**src/assert_macros.svh**
```systemverilog
// assertion macros for the rtl file that checks itself, alpha_transparency_classifier_core
// no dependencies; expects clk and arst_n in the including scope
`ifndef ASSERT_MACROS_SVH
`define ASSERT_MACROS_SVH

// same-cycle implication, disabled during reset
`define ASSERT_IMPL(label, ante, cons, msg) \
	label: assert property (@(posedge clk) disable iff (!arst_n) (ante) |-> (cons)) \
		else $error(msg);

// next-cycle implication, disabled during reset
`define ASSERT_NEXT(label, ante, cons, msg) \
	label: assert property (@(posedge clk) disable iff (!arst_n) (ante) |=> (cons)) \
		else $error(msg);

`endif

```
**src/atc_pkg.sv**
```systemverilog
// shared types, constants and helpers of the alpha transparency classifier
// no dependencies
package atc_pkg;

	localparam int ALPHA_W = 8;
	localparam int CNT_W   = 21;
	localparam int PROD_W  = 32;

	localparam logic [CNT_W-1:0] CNT_MAX = {CNT_W{1'b1}};

	// class codes
	localparam logic [1:0] CLASS_OPAQUE = 2'd0;
	localparam logic [1:0] CLASS_BINARY = 2'd1;
	localparam logic [1:0] CLASS_VARIED = 2'd2;

	// register indexes (word address bit 2)
	localparam logic REG_OPAQUE_THR = 1'b0;
	localparam logic REG_CLEAR_THR  = 1'b1;

	localparam logic [ALPHA_W-1:0] OPAQUE_THR_RESET = 8'd250;
	localparam logic [ALPHA_W-1:0] CLEAR_THR_RESET  = 8'd5;

	typedef struct packed {
		logic [CNT_W-1:0] opaque;
		logic [CNT_W-1:0] clear;
		logic [CNT_W-1:0] partial;
		logic [CNT_W-1:0] total;
	} counts_t;

	// counts of a finished texture, handed to the classifier
	typedef struct packed {
		logic    valid;
		counts_t counts;
	} snap_t;

	function automatic logic [CNT_W-1:0] sat_inc(input logic [CNT_W-1:0] c);
		return (c == CNT_MAX) ? CNT_MAX : c + 1'b1;
	endfunction

endpackage

```
**src/atc_count.sv**
```systemverilog
// pixel input register and saturating counters; snapshots counts on the last pixel
// depends on atc_pkg
module atc_count import atc_pkg::*; (
	input  logic               clk,
	input  logic               arst_n,
	input  logic               accept,
	input  logic [ALPHA_W-1:0] pixel_alpha,
	input  logic               last_pixel,
	input  logic [ALPHA_W-1:0] opaque_thr,
	input  logic [ALPHA_W-1:0] clear_thr,
	output snap_t              snap
);

	logic               valid_s1;
	logic [ALPHA_W-1:0] alpha_s1;
	logic               last_s1;
	counts_t            cnt_q;
	counts_t            cnt_next;
	logic               is_op;
	logic               is_cl;
	logic               snap_valid_s2;
	counts_t            snap_cnt_s2;

	// input register
	always_ff @(posedge clk or negedge arst_n) begin
		if (!arst_n) begin
			valid_s1 <= 1'b0;
		end else begin
			valid_s1 <= accept;
		end
	end

	always_ff @(posedge clk) begin
		if (accept) begin
			alpha_s1 <= pixel_alpha;
			last_s1  <= last_pixel;
		end
	end

	// pixel classification and counter increment
	always_comb begin
		is_op = alpha_s1 >= opaque_thr;
		is_cl = alpha_s1 <= clear_thr;
		cnt_next         = cnt_q;
		cnt_next.total   = sat_inc(cnt_q.total);
		if (is_op) cnt_next.opaque = sat_inc(cnt_q.opaque);
		if (is_cl) cnt_next.clear  = sat_inc(cnt_q.clear);
		if (!is_op && !is_cl) cnt_next.partial = sat_inc(cnt_q.partial);
	end

	// counters clear after the last pixel of a texture
	always_ff @(posedge clk or negedge arst_n) begin
		if (!arst_n) begin
			cnt_q <= '0;
		end else if (valid_s1) begin
			cnt_q <= last_s1 ? '0 : cnt_next;
		end
	end

	// snapshot of the finished texture
	always_ff @(posedge clk or negedge arst_n) begin
		if (!arst_n) begin
			snap_valid_s2 <= 1'b0;
		end else begin
			snap_valid_s2 <= valid_s1 && last_s1;
		end
	end

	always_ff @(posedge clk) begin
		if (valid_s1 && last_s1) begin
			snap_cnt_s2 <= cnt_next;
		end
	end

	assign snap = {snap_valid_s2, snap_cnt_s2};

endmodule

```
**src/atc_classify.sv**
```systemverilog
// ratio tests by constant cross-multiplication and the result register
// depends on atc_pkg
module atc_classify import atc_pkg::*; (
	input  logic       clk,
	input  logic       arst_n,
	input  snap_t      snap,
	output logic       result_valid,
	output logic [1:0] transparency_class
);

	logic [PROD_W-1:0] op_x1000, tot_x999;
	logic [PROD_W-1:0] cl_x4, cp_x3;
	logic [PROD_W-1:0] pa_x20, op_pa_x9;
	logic              opaque_ok, clear_ok, semi_ok;
	logic [1:0]        cls;

	// opaque above 0.999 of total, clear above 0.75 of transparent, semi below 0.45
	always_comb begin
		op_x1000 = PROD_W'(snap.counts.opaque) * PROD_W'(1000);
		tot_x999 = PROD_W'(snap.counts.total) * PROD_W'(999);
		cl_x4    = PROD_W'(snap.counts.clear) * PROD_W'(4);
		cp_x3    = (PROD_W'(snap.counts.clear) + PROD_W'(snap.counts.partial)) * PROD_W'(3);
		pa_x20   = PROD_W'(snap.counts.partial) * PROD_W'(20);
		op_pa_x9 = (PROD_W'(snap.counts.opaque) + PROD_W'(snap.counts.partial)) * PROD_W'(9);
		// a zero denominator makes both sides zero, so the strict test fails
		opaque_ok = op_x1000 > tot_x999;
		clear_ok  = cl_x4 > cp_x3;
		semi_ok   = pa_x20 < op_pa_x9;
		if (opaque_ok)              cls = CLASS_OPAQUE;
		else if (clear_ok && semi_ok) cls = CLASS_BINARY;
		else                        cls = CLASS_VARIED;
	end

	// result strobe, one cycle per beat
	always_ff @(posedge clk or negedge arst_n) begin
		if (!arst_n) begin
			result_valid <= 1'b0;
		end else begin
			result_valid <= snap.valid;
		end
	end

	always_ff @(posedge clk) begin
		if (snap.valid) begin
			transparency_class <= cls;
		end
	end

endmodule

```
**src/alpha_transparency_classifier_core.sv**
```systemverilog
// top level of the alpha transparency classifier: config registers and pipeline
// depends on atc_pkg, atc_count, atc_classify and assert_macros.svh
//
// usage
//   pixels enter on start with pixel_alpha and last_pixel; busy is always low,
//   so a beat is taken whenever start is high, a sustained rate of one per cycle.
//   the rate is set by the counter update loop, a compare and saturating
//   increment that feeds straight back into the counter register.
//   on a beat with last_pixel set, one class beat appears on transparency_class
//   with result_valid high for exactly one cycle, registered through the input
//   register, the counter snapshot and the classification register.
//   the receiver cannot stall; every strobe must be taken in its cycle.
//   other pixels produce no result.
//   thresholds are written over the apb port (opaque at 0x0, transparent at
//   0x4) by the user only while no texture is in flight; the block does not
//   enforce it. writes have no wait states. reset clears all counters and the
//   pipeline and restores thresholds 250 and 5; no clearing pass is needed.
`include "assert_macros.svh"

module alpha_transparency_classifier_core import atc_pkg::*; (
	input  logic               clk,
	input  logic               arst_n,
	input  logic               start,
	output logic               busy,
	input  logic [ALPHA_W-1:0] pixel_alpha,
	input  logic               last_pixel,
	output logic               result_valid,
	output logic [1:0]         transparency_class,
	input  logic               psel,
	input  logic               penable,
	input  logic               pwrite,
	input  logic [2:0]         paddr,
	input  logic [31:0]        pwdata,
	output logic [31:0]        prdata,
	output logic               pready
);

	logic [ALPHA_W-1:0] opaque_thr_q;
	logic [ALPHA_W-1:0] clear_thr_q;
	logic               wr_en;
	logic               accept;
	snap_t              snap;

	assign busy   = 1'b0;
	assign pready = 1'b1;
	assign accept = start && !busy;
	assign wr_en  = psel && penable && pwrite && pready;

	// threshold registers
	always_ff @(posedge clk or negedge arst_n) begin
		if (!arst_n) begin
			opaque_thr_q <= OPAQUE_THR_RESET;
			clear_thr_q  <= CLEAR_THR_RESET;
		end else if (wr_en) begin
			unique case (paddr[2])
				REG_OPAQUE_THR: opaque_thr_q <= pwdata[ALPHA_W-1:0];
				REG_CLEAR_THR:  clear_thr_q  <= pwdata[ALPHA_W-1:0];
				default: ;
			endcase
		end
	end

	// register readback
	always_comb begin
		unique case (paddr[2])
			REG_OPAQUE_THR: prdata = {{(32-ALPHA_W){1'b0}}, opaque_thr_q};
			REG_CLEAR_THR:  prdata = {{(32-ALPHA_W){1'b0}}, clear_thr_q};
			default:        prdata = '0;
		endcase
	end

	atc_count u_count (
		.clk         (clk),
		.arst_n      (arst_n),
		.accept      (accept),
		.pixel_alpha (pixel_alpha),
		.last_pixel  (last_pixel),
		.opaque_thr  (opaque_thr_q),
		.clear_thr   (clear_thr_q),
		.snap        (snap)
	);

	atc_classify u_classify (
		.clk                (clk),
		.arst_n             (arst_n),
		.snap               (snap),
		.result_valid       (result_valid),
		.transparency_class (transparency_class)
	);

	// every last-pixel beat yields a result, and only those
	`ASSERT_IMPL(a_last_gives_result, accept && last_pixel, ##3 result_valid, "missing result")
	`ASSERT_IMPL(a_result_has_cause, result_valid, $past(start && last_pixel, 3), "stray result")
	`ASSERT_NEXT(a_snap_to_result, snap.valid, result_valid && transparency_class != 2'd3,
		"snapshot did not reach output")

endmodule

```
**config.mk**
```make
export PLATFORM = sky130hd
export DESIGN_NAME = alpha_transparency_classifier_core
export DESIGN_NICKNAME = d
export VERILOG_FILES = /design/src/atc_pkg.sv /design/src/atc_count.sv /design/src/atc_classify.sv /design/src/alpha_transparency_classifier_core.sv
export VERILOG_INCLUDE_DIRS = /design/src /design/src/src
export SDC_FILE = /design/constraint.sdc
export NUM_CORES = 1
export LEC_CHECK = 0
export CAP_MARGIN = 40
export CORE_MARGIN = 10
export CORE_UTILIZATION = 65
export DETAILED_ROUTE_END_ITERATION = 8
export DONT_BUFFER_PORTS = 1
export GPL_ROUTABILITY_DRIVEN = 0
export PLACE_DENSITY = 0.81
export SYNTH_ARGS = -nofsm -noshare
export SYNTH_HDL_FRONTEND = slang
export SYNTH_SLANG_ARGS = --single-unit
```
**constraint.sdc**
```tcl
create_clock -name clk -period 14.7 [get_ports clk]
set_input_delay 0.735 -clock clk [delete_from_list [all_inputs] [get_ports clk]]
set_output_delay 0.735 -clock clk [all_outputs]
set_load 0.01 [all_outputs]
```
==> impl_results.md, run 1 <==
* Status: completed
* Ys async rst share at 52.0%
* Worst slew pin tran at 0.846 ns
* FILL cells at 2856
* First DRT Iteration DRCs at 1369
* Share of layout cells above drive strength 1 at 5.15%
* TritonCTS buffer count at 17
* Max Root-Sink Buffers at 2
* Die width at 216 um
* Ys Warns at 0
* Setup TNS at 0 ns
* Max-slew violations at 0
* Drt via density at 6.16
* Final Skew at 0.0107 ns
* Combinational power share at 81.7%
* Reg-to-reg critical path endpoint: u_classify.transparency_class[0]
* Vias in the first global route at 19300
* Layout Utilization at 68.6%
* Clk pwr share at 7.3%
* Drt wl/cell at 18.1 um
* Crit path DAT at 8.18 ns
* Die Y at 216 um
* Fin. Hold Viols at 0
* Syn avg cell area at 9.51 um^2
* DRT Pass-1 Iters at 5
* Area post-placement at 25300 um^2
* Count leader, synth: ha_1
* CP max FO at 6
* CP Class: flip-flop to flip-flop
* Commonest cells in the netlist: 378 x ha_1, 308 x inv_1, 204 x a21oi_1
* Net Sw Power at 3.14 mW
* Synthesized area at 24900 um^2
* Switching Share at 49.3%
* Req. time, crit path at 15.01 ns
* Crit. End Element: flip-flop
* Die area at 46500 um^2
* Int Power at 3.23 mW
* Placeable Area at 37800 um^2
* Max Freq at 127 MHz
* Global Route Usage Sum at 24.3%
* Clock H-tree levels at 4
* Initial cell density of the core at 65.9%
* Fin Hold WS at 0.113 ns
* NumNets Final at 3203
* Resized Gates After CTS at 0
* Period Utilization, post-route at 53.5%
* Yosys top cell area share at 19.0%
* Setup Fix Bufs, Post-CTS at 0
* CTS tree: done
* Clock Pin Slew Worst Setup and Hold Paths at 0.08 ns
* Pwr Total at 6.37 mW
* Prevailing post-synth register cell: edfxtp_1
* CP startpoint kind: flip-flop
* Port buffer count at 0
* Final WL at 56400 um
* Clock Latency Late Sink at 0.45 ns
* Largest cells by area after synthesis: ha_1 19%, fa_1 15%, edfxtp_1 11%
* R2R Setup Slk at 6.83 ns
* Sequential Area at 5440 um^2
* Sequential fraction of design power at 11.0%
* Worst r2r path cells at 27
* I/O pins at 87
* Tmin final at 7.87 ns
* FF+latch count, synth at 198
* EDFF count, synth at 95
* Place WS at 7.10 ns
* Worst setup margin at 6.83 ns
* RSZ-0062 raised after global routing: no
* Multi-input logic area at 17900 um^2
* Area Overhead vs Synth at 3.95%
* DR vias at 19200
* P_leak at 12.2 nW
* CTS Root Cell: clkbuf_16
* Pwr Density at 246 nW/um^2
* Number of setup violations in the final report at 0
* Final instance area at 25900 um^2
* Initial antenna violation count at 0
* Antenna Nets Post-Route at 0
* Gate Count Post-Synth at 2618
* Hold Crit Class: input port to asynchronous set/reset pin
* Sequential share of the synthesized area at 21.9%
* Peak VDD IR at 0.347 mV
* DP Wirelength at 44800 um
* Layout Cells excl Fill at 3113
* Maxcap violations at 0
* Hold_buf cts at 1
* Grt ovf at 0
* Max transition margin at 43.6%
* Critical Path End: u_classify.transparency_class[0]
* Global-route wire length before repair at 94200 um
* Inst Count DP at 3079
* Reg-to-reg startpoint: u_count.snap[2]
* Maximum number of pins on one net before global-route repair at 96
* Clk sinks at 198
* CP startpoint: u_count.snap[2]
* DRC viols at 0
* Yosys top cell by area: ha_1
* Std cell rows at 71
* Distinct cells, synth at 88
==> power groups by stage <==
stage,Sequential (mW),Combinational (mW),Clock [mW]
floorplan,0.683,4.12,0
global placement,0.706,4.88,0
detailed placement,0.708,5.09,0
CTS,0.697,5.16,0.476
global route,0.704,5.92,0.497
finish,0.699,5.21,0.467
==> sequential cells by signal (all words and copies together) (netlist names) <==
register and count:
u_classify.result_valid 1, u_count.last_s1 1, opaque_thr_q 8, u_count.valid_s1 1, u_count.snap 84, u_classify.transparency_class 2, clear_thr_q 8, u_count.alpha_s1 8
u_count.cnt_q 84, u_count.snap_valid_s2 1
==> how the worst min path moves through the flow <==
stage | depth (start not counted) | slack (ns) | from | endpoint
2_1_floorplan | 0 | 0.39 | u_count.snap_valid_s2 | u_classify.result_valid
3_3_place_gp | 0 | 0.42 | u_count.snap_valid_s2 | u_classify.result_valid
3_5_place_dp | 0 | 0.42 | u_count.snap_valid_s2 | u_classify.result_valid
4_1_cts | 0 | 0.1 | arst_n | clear_thr_q[0]
5_1_grt | 0 | 0.09 | arst_n | clear_thr_q[0]
6_report | 0 | 0.11 | arst_n | clear_thr_q[0]
==> metal layers <==
layer | GRT usage [%] | vias up | routed length, um
li1 | - | 9202 | -
met1 | 32.3 | 9351 | 24900
met2 | 39.7 | 531 | 26300
met3 | 4.56 | 94 | 3760
met4 | 7.06 | 0 | 1330
met5 | 0 | - | 0
==> area by class of cell <==
| cell class | instances | share of cell area (%) |
|---|---|---|
| Clock buffer | 19 | 1.67 |
| Tap cell | 511 | 2.47 |
| Antenna cell | 1 | 0.00967 |
| Inverter | 309 | 4.49 |
| Sequential cell | 198 | 21.0 |
| Multi-Input combinational cell | 2053 | 69.3 |
| Timing Repair Buffer | 9 | 0.435 |
| Clock inverter | 13 | 0.570 |
==> kinds of logic after synthesis <==
group / after synthesis / synth area share [%]
buffers and inverters: 391 / 6.45
AO/OA/AOI/OAI: 660 / 17.4
flip-flops: 198 / 21.9
AND/OR/NAND/NOR: 589 / 12.5
multiplexers: 24 / 1.07
other: 2 / 0.0302
adder cells (fa/ha/maj): 565 / 34.0
XOR/XNOR: 189 / 6.65
==> worst max-delay path: stages, from the launching register on <==
cell and delay, ns:
edfxtp_1 0.59, inv_1 0.18, fa_1 0.59, fa_1 0.46, fa_1 0.54, inv_1 0.05, fa_1 0.54, inv_1 0.06
fa_1 0.52, inv_1 0.05, ha_1 0.37, and4_1 0.27, and3_1 0.18, o2111ai_1 0.22, a21o_1 0.24, a211oi_1 0.35
o22ai_1 0.23, o21bai_1 0.19, a21oi_1 0.10, xor2_1 0.15, ha_1 0.29, a21o_1 0.18, a21o_1 0.17, a21oi_1 0.17
o21ai_0 0.19, a2111oi_0 0.46, a21oi_1 0.22, nor2b_1 0.14
==> cell usage in the layout (no fill, tap or decap), types with 13 or more instances in the layout <==
cell and instances:
o21a_1 49, nor4_1 16, a21oi_1 204, a21o_1 88
a211oi_1 16, mux2_2 20, and2_1 18, nand2b_1 18
o21ai_0 100, a31oi_1 38, edfxtp_1 95, nand3_1 56
nor3_1 49, clkbuf_16 17, xnor2_1 137, ha_1 378
dfrtp_1 94, and4_1 19, xor2_1 52, nand2_1 153
nand4_1 24, o22a_1 13, nor2_1 117, fa_1 187
a31o_2 25, conb_1 26, nor2b_1 23, o21bai_1 22
inv_1 307, and3_1 39
No activity file was read; power rests on OpenSTA's default activity.
==> run 2: changes to the inputs <==
--- a/config.mk
+++ b/config.mk
@@ -6,13 +6,14 @@
 export SDC_FILE = /design/constraint.sdc
 export NUM_CORES = 1
 export LEC_CHECK = 0
+export ABC_AREA = 1
 export CAP_MARGIN = 40
 export CORE_MARGIN = 10
-export CORE_UTILIZATION = 65
+export CORE_UTILIZATION = 61
 export DETAILED_ROUTE_END_ITERATION = 8
 export DONT_BUFFER_PORTS = 1
 export GPL_ROUTABILITY_DRIVEN = 0
-export PLACE_DENSITY = 0.81
+export PLACE_DENSITY = 0.8
 export SYNTH_ARGS = -nofsm -noshare
 export SYNTH_HDL_FRONTEND = slang
 export SYNTH_SLANG_ARGS = --single-unit
==> constraint.sdc (replaced) <==
create_clock -name clk -period 7.15 [get_ports clk]
set_input_delay 0.3575 -clock clk [delete_from_list [all_inputs] [get_ports clk]]
set_output_delay 0.3575 -clock clk [all_outputs]
set_load 0.01 [all_outputs]
==> impl_results.md, run 2 <==
* Distinct cells, synth at 52
* RSZ-0062 raised after global routing: no
* Yosys top cell by area: ha_1
* Syn avg cell area at 7.81 um^2
* R2R Setup Slk at 0.61 ns
* TritonCTS buffer count at 17
* Highest-count cells in the layout ignoring fill and taps: 702 x nand2_1, 532 x inv_1, 378 x ha_1
* Vias in the first global route at 22600
* Ant diodes at 0
* Count leader, synth: nand2_1
* Largest cells by area after synthesis: ha_1 18%, fa_1 14%, edfxtp_1 11%
* NumNets Final at 3998
* DRT Pass-1 Iters at 7
* Mux share of post-synthesis cell area at 0%
* Maxcap violations at 0
* Drt via density at 5.86
* Final Skew at 0.0110 ns
* Share of layout cells above drive strength 1 at 2.71%
* Gate Count Post-Synth at 3386
* Yosys top cell area share at 17.9%
* Status: completed
* Clk sinks at 198
* Worst slew pin tran at 0.787 ns
* Hold Crit Class: input port to flip-flop
* Clock Latency Late Sink at 0.46 ns
* Die Y at 228 um
* DR vias at 23300
* Clock Pin Slew Worst Setup and Hold Paths at 0.07 ns
* Synth Area in Compound Gates at 11.1%
* FF+latch count, synth at 198
* Global Route Usage Sum at 25.5%
* Drt wl/cell at 17.0 um
* Post-synthesis simple-gate area fraction at 21.1%
* Adder-cell share of the synthesized area at 32.0%
* Xor/xnor cell area share of the yosys netlist at 5.96%
* Max Root-Sink Buffers at 2
* Antenna Nets Post-Route at 0
* CP startpoint kind: flip-flop
* I/O pins at 87
* Sequential share of the synthesized area at 20.6%
* Max Freq at 153 MHz
* Global-route wire length before repair at 111000 um
* Leading cell type in the layout, fill and taps excluded: nand2_1
* Resized Gates After CTS at 0
* Req. time, crit path at 7.37 ns
* DRC viols at 0
* CP Class: flip-flop to flip-flop
* Grt ovf at 0
* Die area at 52100 um^2
* EDFF count, synth at 95
* Number of setup violations in the final report at 0
* Std cell rows at 76
* Tmin final at 6.54 ns
* CTS Root Cell: clkbuf_16
* Maximum number of pins on one net before global-route repair at 104
* Fin. Hold Viols at 0
* DP Wirelength at 55200 um
* Port buffer count at 0
* CP max stage cell: fa_1
* Placeable Area at 43000 um^2
* Ys async rst share at 52.0%
* Multi-input logic area at 18700 um^2
* Initial cell density of the core at 61.6%
* Crit path DAT at 6.76 ns
* CP max FO at 5
* Synthesized area at 26500 um^2
* Die width at 228 um
* Max incr delay on CP at 0.56 ns
* Initial antenna violation count at 1
* Clock H-tree levels at 4
* Prevailing post-synth register cell: edfxtp_1
* Sequential Area at 5440 um^2
* Area Overhead vs Synth at 4.70%
* Main combinational cell family by area after synthesis: adder cells
* Crit. End Element: flip-flop
* Setup TNS at 0 ns
* FILL cells at 3590
* First DRT Iteration DRCs at 2177
* Max transition margin at 47.4%
* CTS tree: done
* Commonest cells in the netlist: 702 x nand2_1, 533 x inv_1, 378 x ha_1
* Period Utilization, post-route at 91.5%
* Final WL at 67600 um
* Max-slew violations at 0
* Ys Warns at 0
## run 2: cell count changes after synthesis, moves of 33 or more
cell,delta
nand2_1,+549
inv_1,+225
nor2_1,+115
o21ai_0,+109
nand3_1,+102
a21o_1,-72
xnor2_1,-60
xor2_1,+51
nand4_1,+44
and3_1,-36
o21a_1,-33
## run 2: layer usage
metal  part of all wire, %  global-route usage [%]
met4                   2.7                    7.33
met3                   7.7                    4.02
met5                 0.018                       0
met1                    43                    34.0
met2                    47                    42.4
## run 2: worst paths after layout
kind	end	cells after the start	from
setup reg to reg	u_classify.transparency_class[0]	27	u_count.snap[7]
max in group asynchronous	u_count.cnt_q[28]	2	arst_n
hold reg to reg	u_classify.result_valid	0	u_count.snap_valid_s2
hold / removal	opaque_thr_q[7]	2	pwdata[7]
min in group asynchronous	clear_thr_q[6]	2	arst_n
setup / recovery	u_classify.transparency_class[0]	27	u_count.snap[7]
## run 2: cell families (layout without fill, tap and decap cells)
logic type,after synthesis,in the layout
buf+inv,607,593
flops,198,198
compound gates,541,541
fa+ha+maj,565,565
simple gates,1293,1293
other cells,2,26
xor+xnor,180,180
## run 2: area by class of cell
class / count / area share (%)
clock buffer: 18 / 1.55
tap: 585 / 2.64
sequential: 198 / 19.6
multi-input combinational: 2605 / 67.5
clock inverter: 14 / 0.447
timing repair buffer: 21 / 0.912
inverter: 540 / 7.34
## run 2: critical path, delay by kind of cell, from the launching register on
kind / cells / cell delay (ns)
flops: 1 / 0.51
fa+ha+maj: 7 / 3.20
buf+inv: 5 / 0.48
compound gates: 3 / 0.83
simple gates: 12 / 1.27
## run 2: what timing repair did
| action | CTS | global route |
|---|---|---|
| setup endpoints to repair | 0 | 0 |
| hold buffers | 12 | 0 |
| buffers inserted | 0 | 0 |
| hold endpoints to repair | 122 | 0 |
## run 2: through the flow
stage               cell area (um^2)  hold slack (ns)  util (%)  cells  setup WS (ns)
floorplan                      26500           0.0619         -   3410           1.54
global placement               26900           0.0658      62.7   3934          0.879
detailed placement             27000           0.0663      62.8   3937          0.715
CTS                            27700           0.0179      64.4   3981          0.690
global route                   27700           0.0481      64.4   3981          0.204
finish                         27700           0.0279      64.4   3981          0.610
Power of run 2 is not shown: default switching activity piles up to over one toggle a cycle in this logic, so the estimate is an artifact.
==> run 3: changes to the inputs <==
--- a/config.mk
+++ b/config.mk
@@ -14,6 +14,7 @@
 export DONT_BUFFER_PORTS = 1
 export GPL_ROUTABILITY_DRIVEN = 0
 export PLACE_DENSITY = 0.8
+export RECOVER_POWER = 25
 export SYNTH_ARGS = -nofsm -noshare
 export SYNTH_HDL_FRONTEND = slang
 export SYNTH_SLANG_ARGS = --single-unit
==> impl_results.md, run 3 (synthesis gave the netlist of run 2 again) <==
* Status: complete, but fails checks
* Failing checks: max-capacitance violations, max-slew violations
* Final instance area at 27700 um^2
* Place WS at 0.715 ns
* Highest-count cells in the layout ignoring fill and taps: 702 x nand2_1, 532 x inv_1, 378 x ha_1
* Worst setup margin at 0.623 ns
* CP startpoint kind: flip-flop
* Initial cell density of the core at 61.6%
* DP Wirelength at 55200 um
* Global Route Usage Sum at 25.5%
* RSZ-0062 raised after global routing: no
* Hold Crit Class: input port to flip-flop
* DR vias at 23300
* Layout Cells excl Fill at 3981
* Fin. Hold Viols at 0
* Hold_buf cts at 12
* Req. time, crit path at 7.37 ns
* Drt wl/cell at 17.0 um
* Max transition margin at -294%
* CP top delay family: adder cells
* CTS tree: done
* Period Utilization, post-route at 91.3%
* FILL cells at 3594
* Max incr delay on CP at 0.70 ns
* Max Root-Sink Buffers at 2
* CP max stage cell: fa_1
* Share of layout cells above drive strength 1 at 2.68%
* Tmin final at 6.53 ns
* Maximum number of pins on one net before global-route repair at 104
* Clk sinks at 198
* Crit. End Element: flip-flop
* Vias in the first global route at 22600
* Final Skew at 0.0110 ns
* Clock Pin Slew Worst Setup and Hold Paths at 0.08 ns
* DRT Pass-1 Iters at 6
* Maxcap violations at 1
* Antenna Nets Post-Route at 0
* Inst Count DP at 3937
* Stages on worst setup path at 27
* Setup TNS at 0 ns
* Area Overhead vs Synth at 4.61%
* Std cell rows at 76
* Area post-placement at 27000 um^2
* Number of setup violations in the final report at 0
* Die Y at 228 um
* Metal2 WL at 31800 um
* CP Class: flip-flop to flip-flop
* Crit path DAT at 6.75 ns
* Worst r2r path cells at 27
* DRC viols at 0
* Port buffer count at 0
* Most frequent CP cell: inv_1
* Max Freq at 153 MHz
* CP max FO at 6
* Initial antenna violation count at 1
* Max-slew violations at 104
* First DRT Iteration DRCs at 2032
* Met3 WL post-DR at 4930 um
* Final WL at 67700 um
* WP buf/inv at 6
* Die area at 52100 um^2
* Clock Latency Late Sink at 0.46 ns
* Highest routed layer: met5
* Global-route wire length before repair at 111000 um
* Die width at 228 um
* Leading cell type in the layout, fill and taps excluded: nand2_1
* Setup Fix Bufs, Post-CTS at 0
* Grt ovf at 0
* Hold depth at 2
* R2R Setup Slk at 0.62 ns
* TritonCTS buffer count at 17
* Ant diodes at 0
* WL met1 at 29300 um
* CTS Root Cell: clkbuf_16
* Drt via density at 5.85
* Worst slew pin tran at 5.91 ns
* Resized Gates After CTS at 0
* I/O pins at 87
* Clock H-tree levels at 4
* Placeable Area at 43000 um^2
* NumNets Final at 3998
## run 3: changes by cell type in the layout (fill, tap and decap cells not counted)
cell / before / now
buf_16: 3 / 2
clkbuf_1: 1 / 2
## run 3: area by class of cell
| class | count | area [um^2] | area share [%] |
|---|---|---|---|
| repair buffers | 21 | 229 | 0.827 |
| clock buffers | 18 | 429 | 1.55 |
| flip-flops and latches | 198 | 5440 | 19.7 |
| multi-input cells | 2605 | 18700 | 67.5 |
| well taps | 585 | 732 | 2.64 |
| inverters | 540 | 2030 | 7.35 |
| clock inverters | 14 | 124 | 0.448 |
## run 3: path summary, 6_finish.rpt
| kind | start | endpoint |
|---|---|---|
| hold reg to reg | u_count.snap_valid_s2 | u_classify.result_valid |
| setup / recovery | u_count.snap[0] | u_classify.transparency_class[0] |
| max in group asynchronous | arst_n | clear_thr_q[1] |
| setup reg to reg | u_count.snap[0] | u_classify.transparency_class[0] |
| min in group asynchronous | arst_n | clear_thr_q[6] |
| hold / removal | pwdata[7] | opaque_thr_q[7] |
## run 3: through the flow
stage | utilization, % | hold slack, ns
2_1_floorplan | - | 0.0619
3_3_place_gp | 62.7 | 0.0658
3_5_place_dp | 62.8 | 0.0663
4_1_cts | 64.4 | 0.0179
5_1_grt | 64.4 | 0.0481
6_report | 64.4 | 0.0291
## run 3: worst register-to-register path, stage by stage, from the launching register on
cell,delay [ns]
edfxtp_1,0.52
fa_1,0.70
inv_1,0.10
fa_1,0.50
inv_1,0.05
fa_1,0.50
fa_1,0.54
inv_1,0.05
fa_1,0.49
inv_1,0.04
ha_1,0.34
nand2_1,0.12
nor2_1,0.17
inv_1,0.06
o21ai_0,0.39
nand3_1,0.20
nand4_1,0.11
nand2_1,0.06
ha_1,0.29
nand2_1,0.05
nor2_1,0.15
nand4_1,0.17
nor3_1,0.19
nand2_1,0.08
nand3_1,0.08
nand2_1,0.17
inv_1,0.11
nor2_1,0.05
## run 3: routing by layer
metal | up-vias | global-route usage [%]
li1 | 11100 | -
met1 | 11100 | 34.0
met2 | 912 | 42.4
met3 | 161 | 4.02
met4 | 2 | 7.33
met5 | - | 0
Power of run 3 is left out for the same reason.
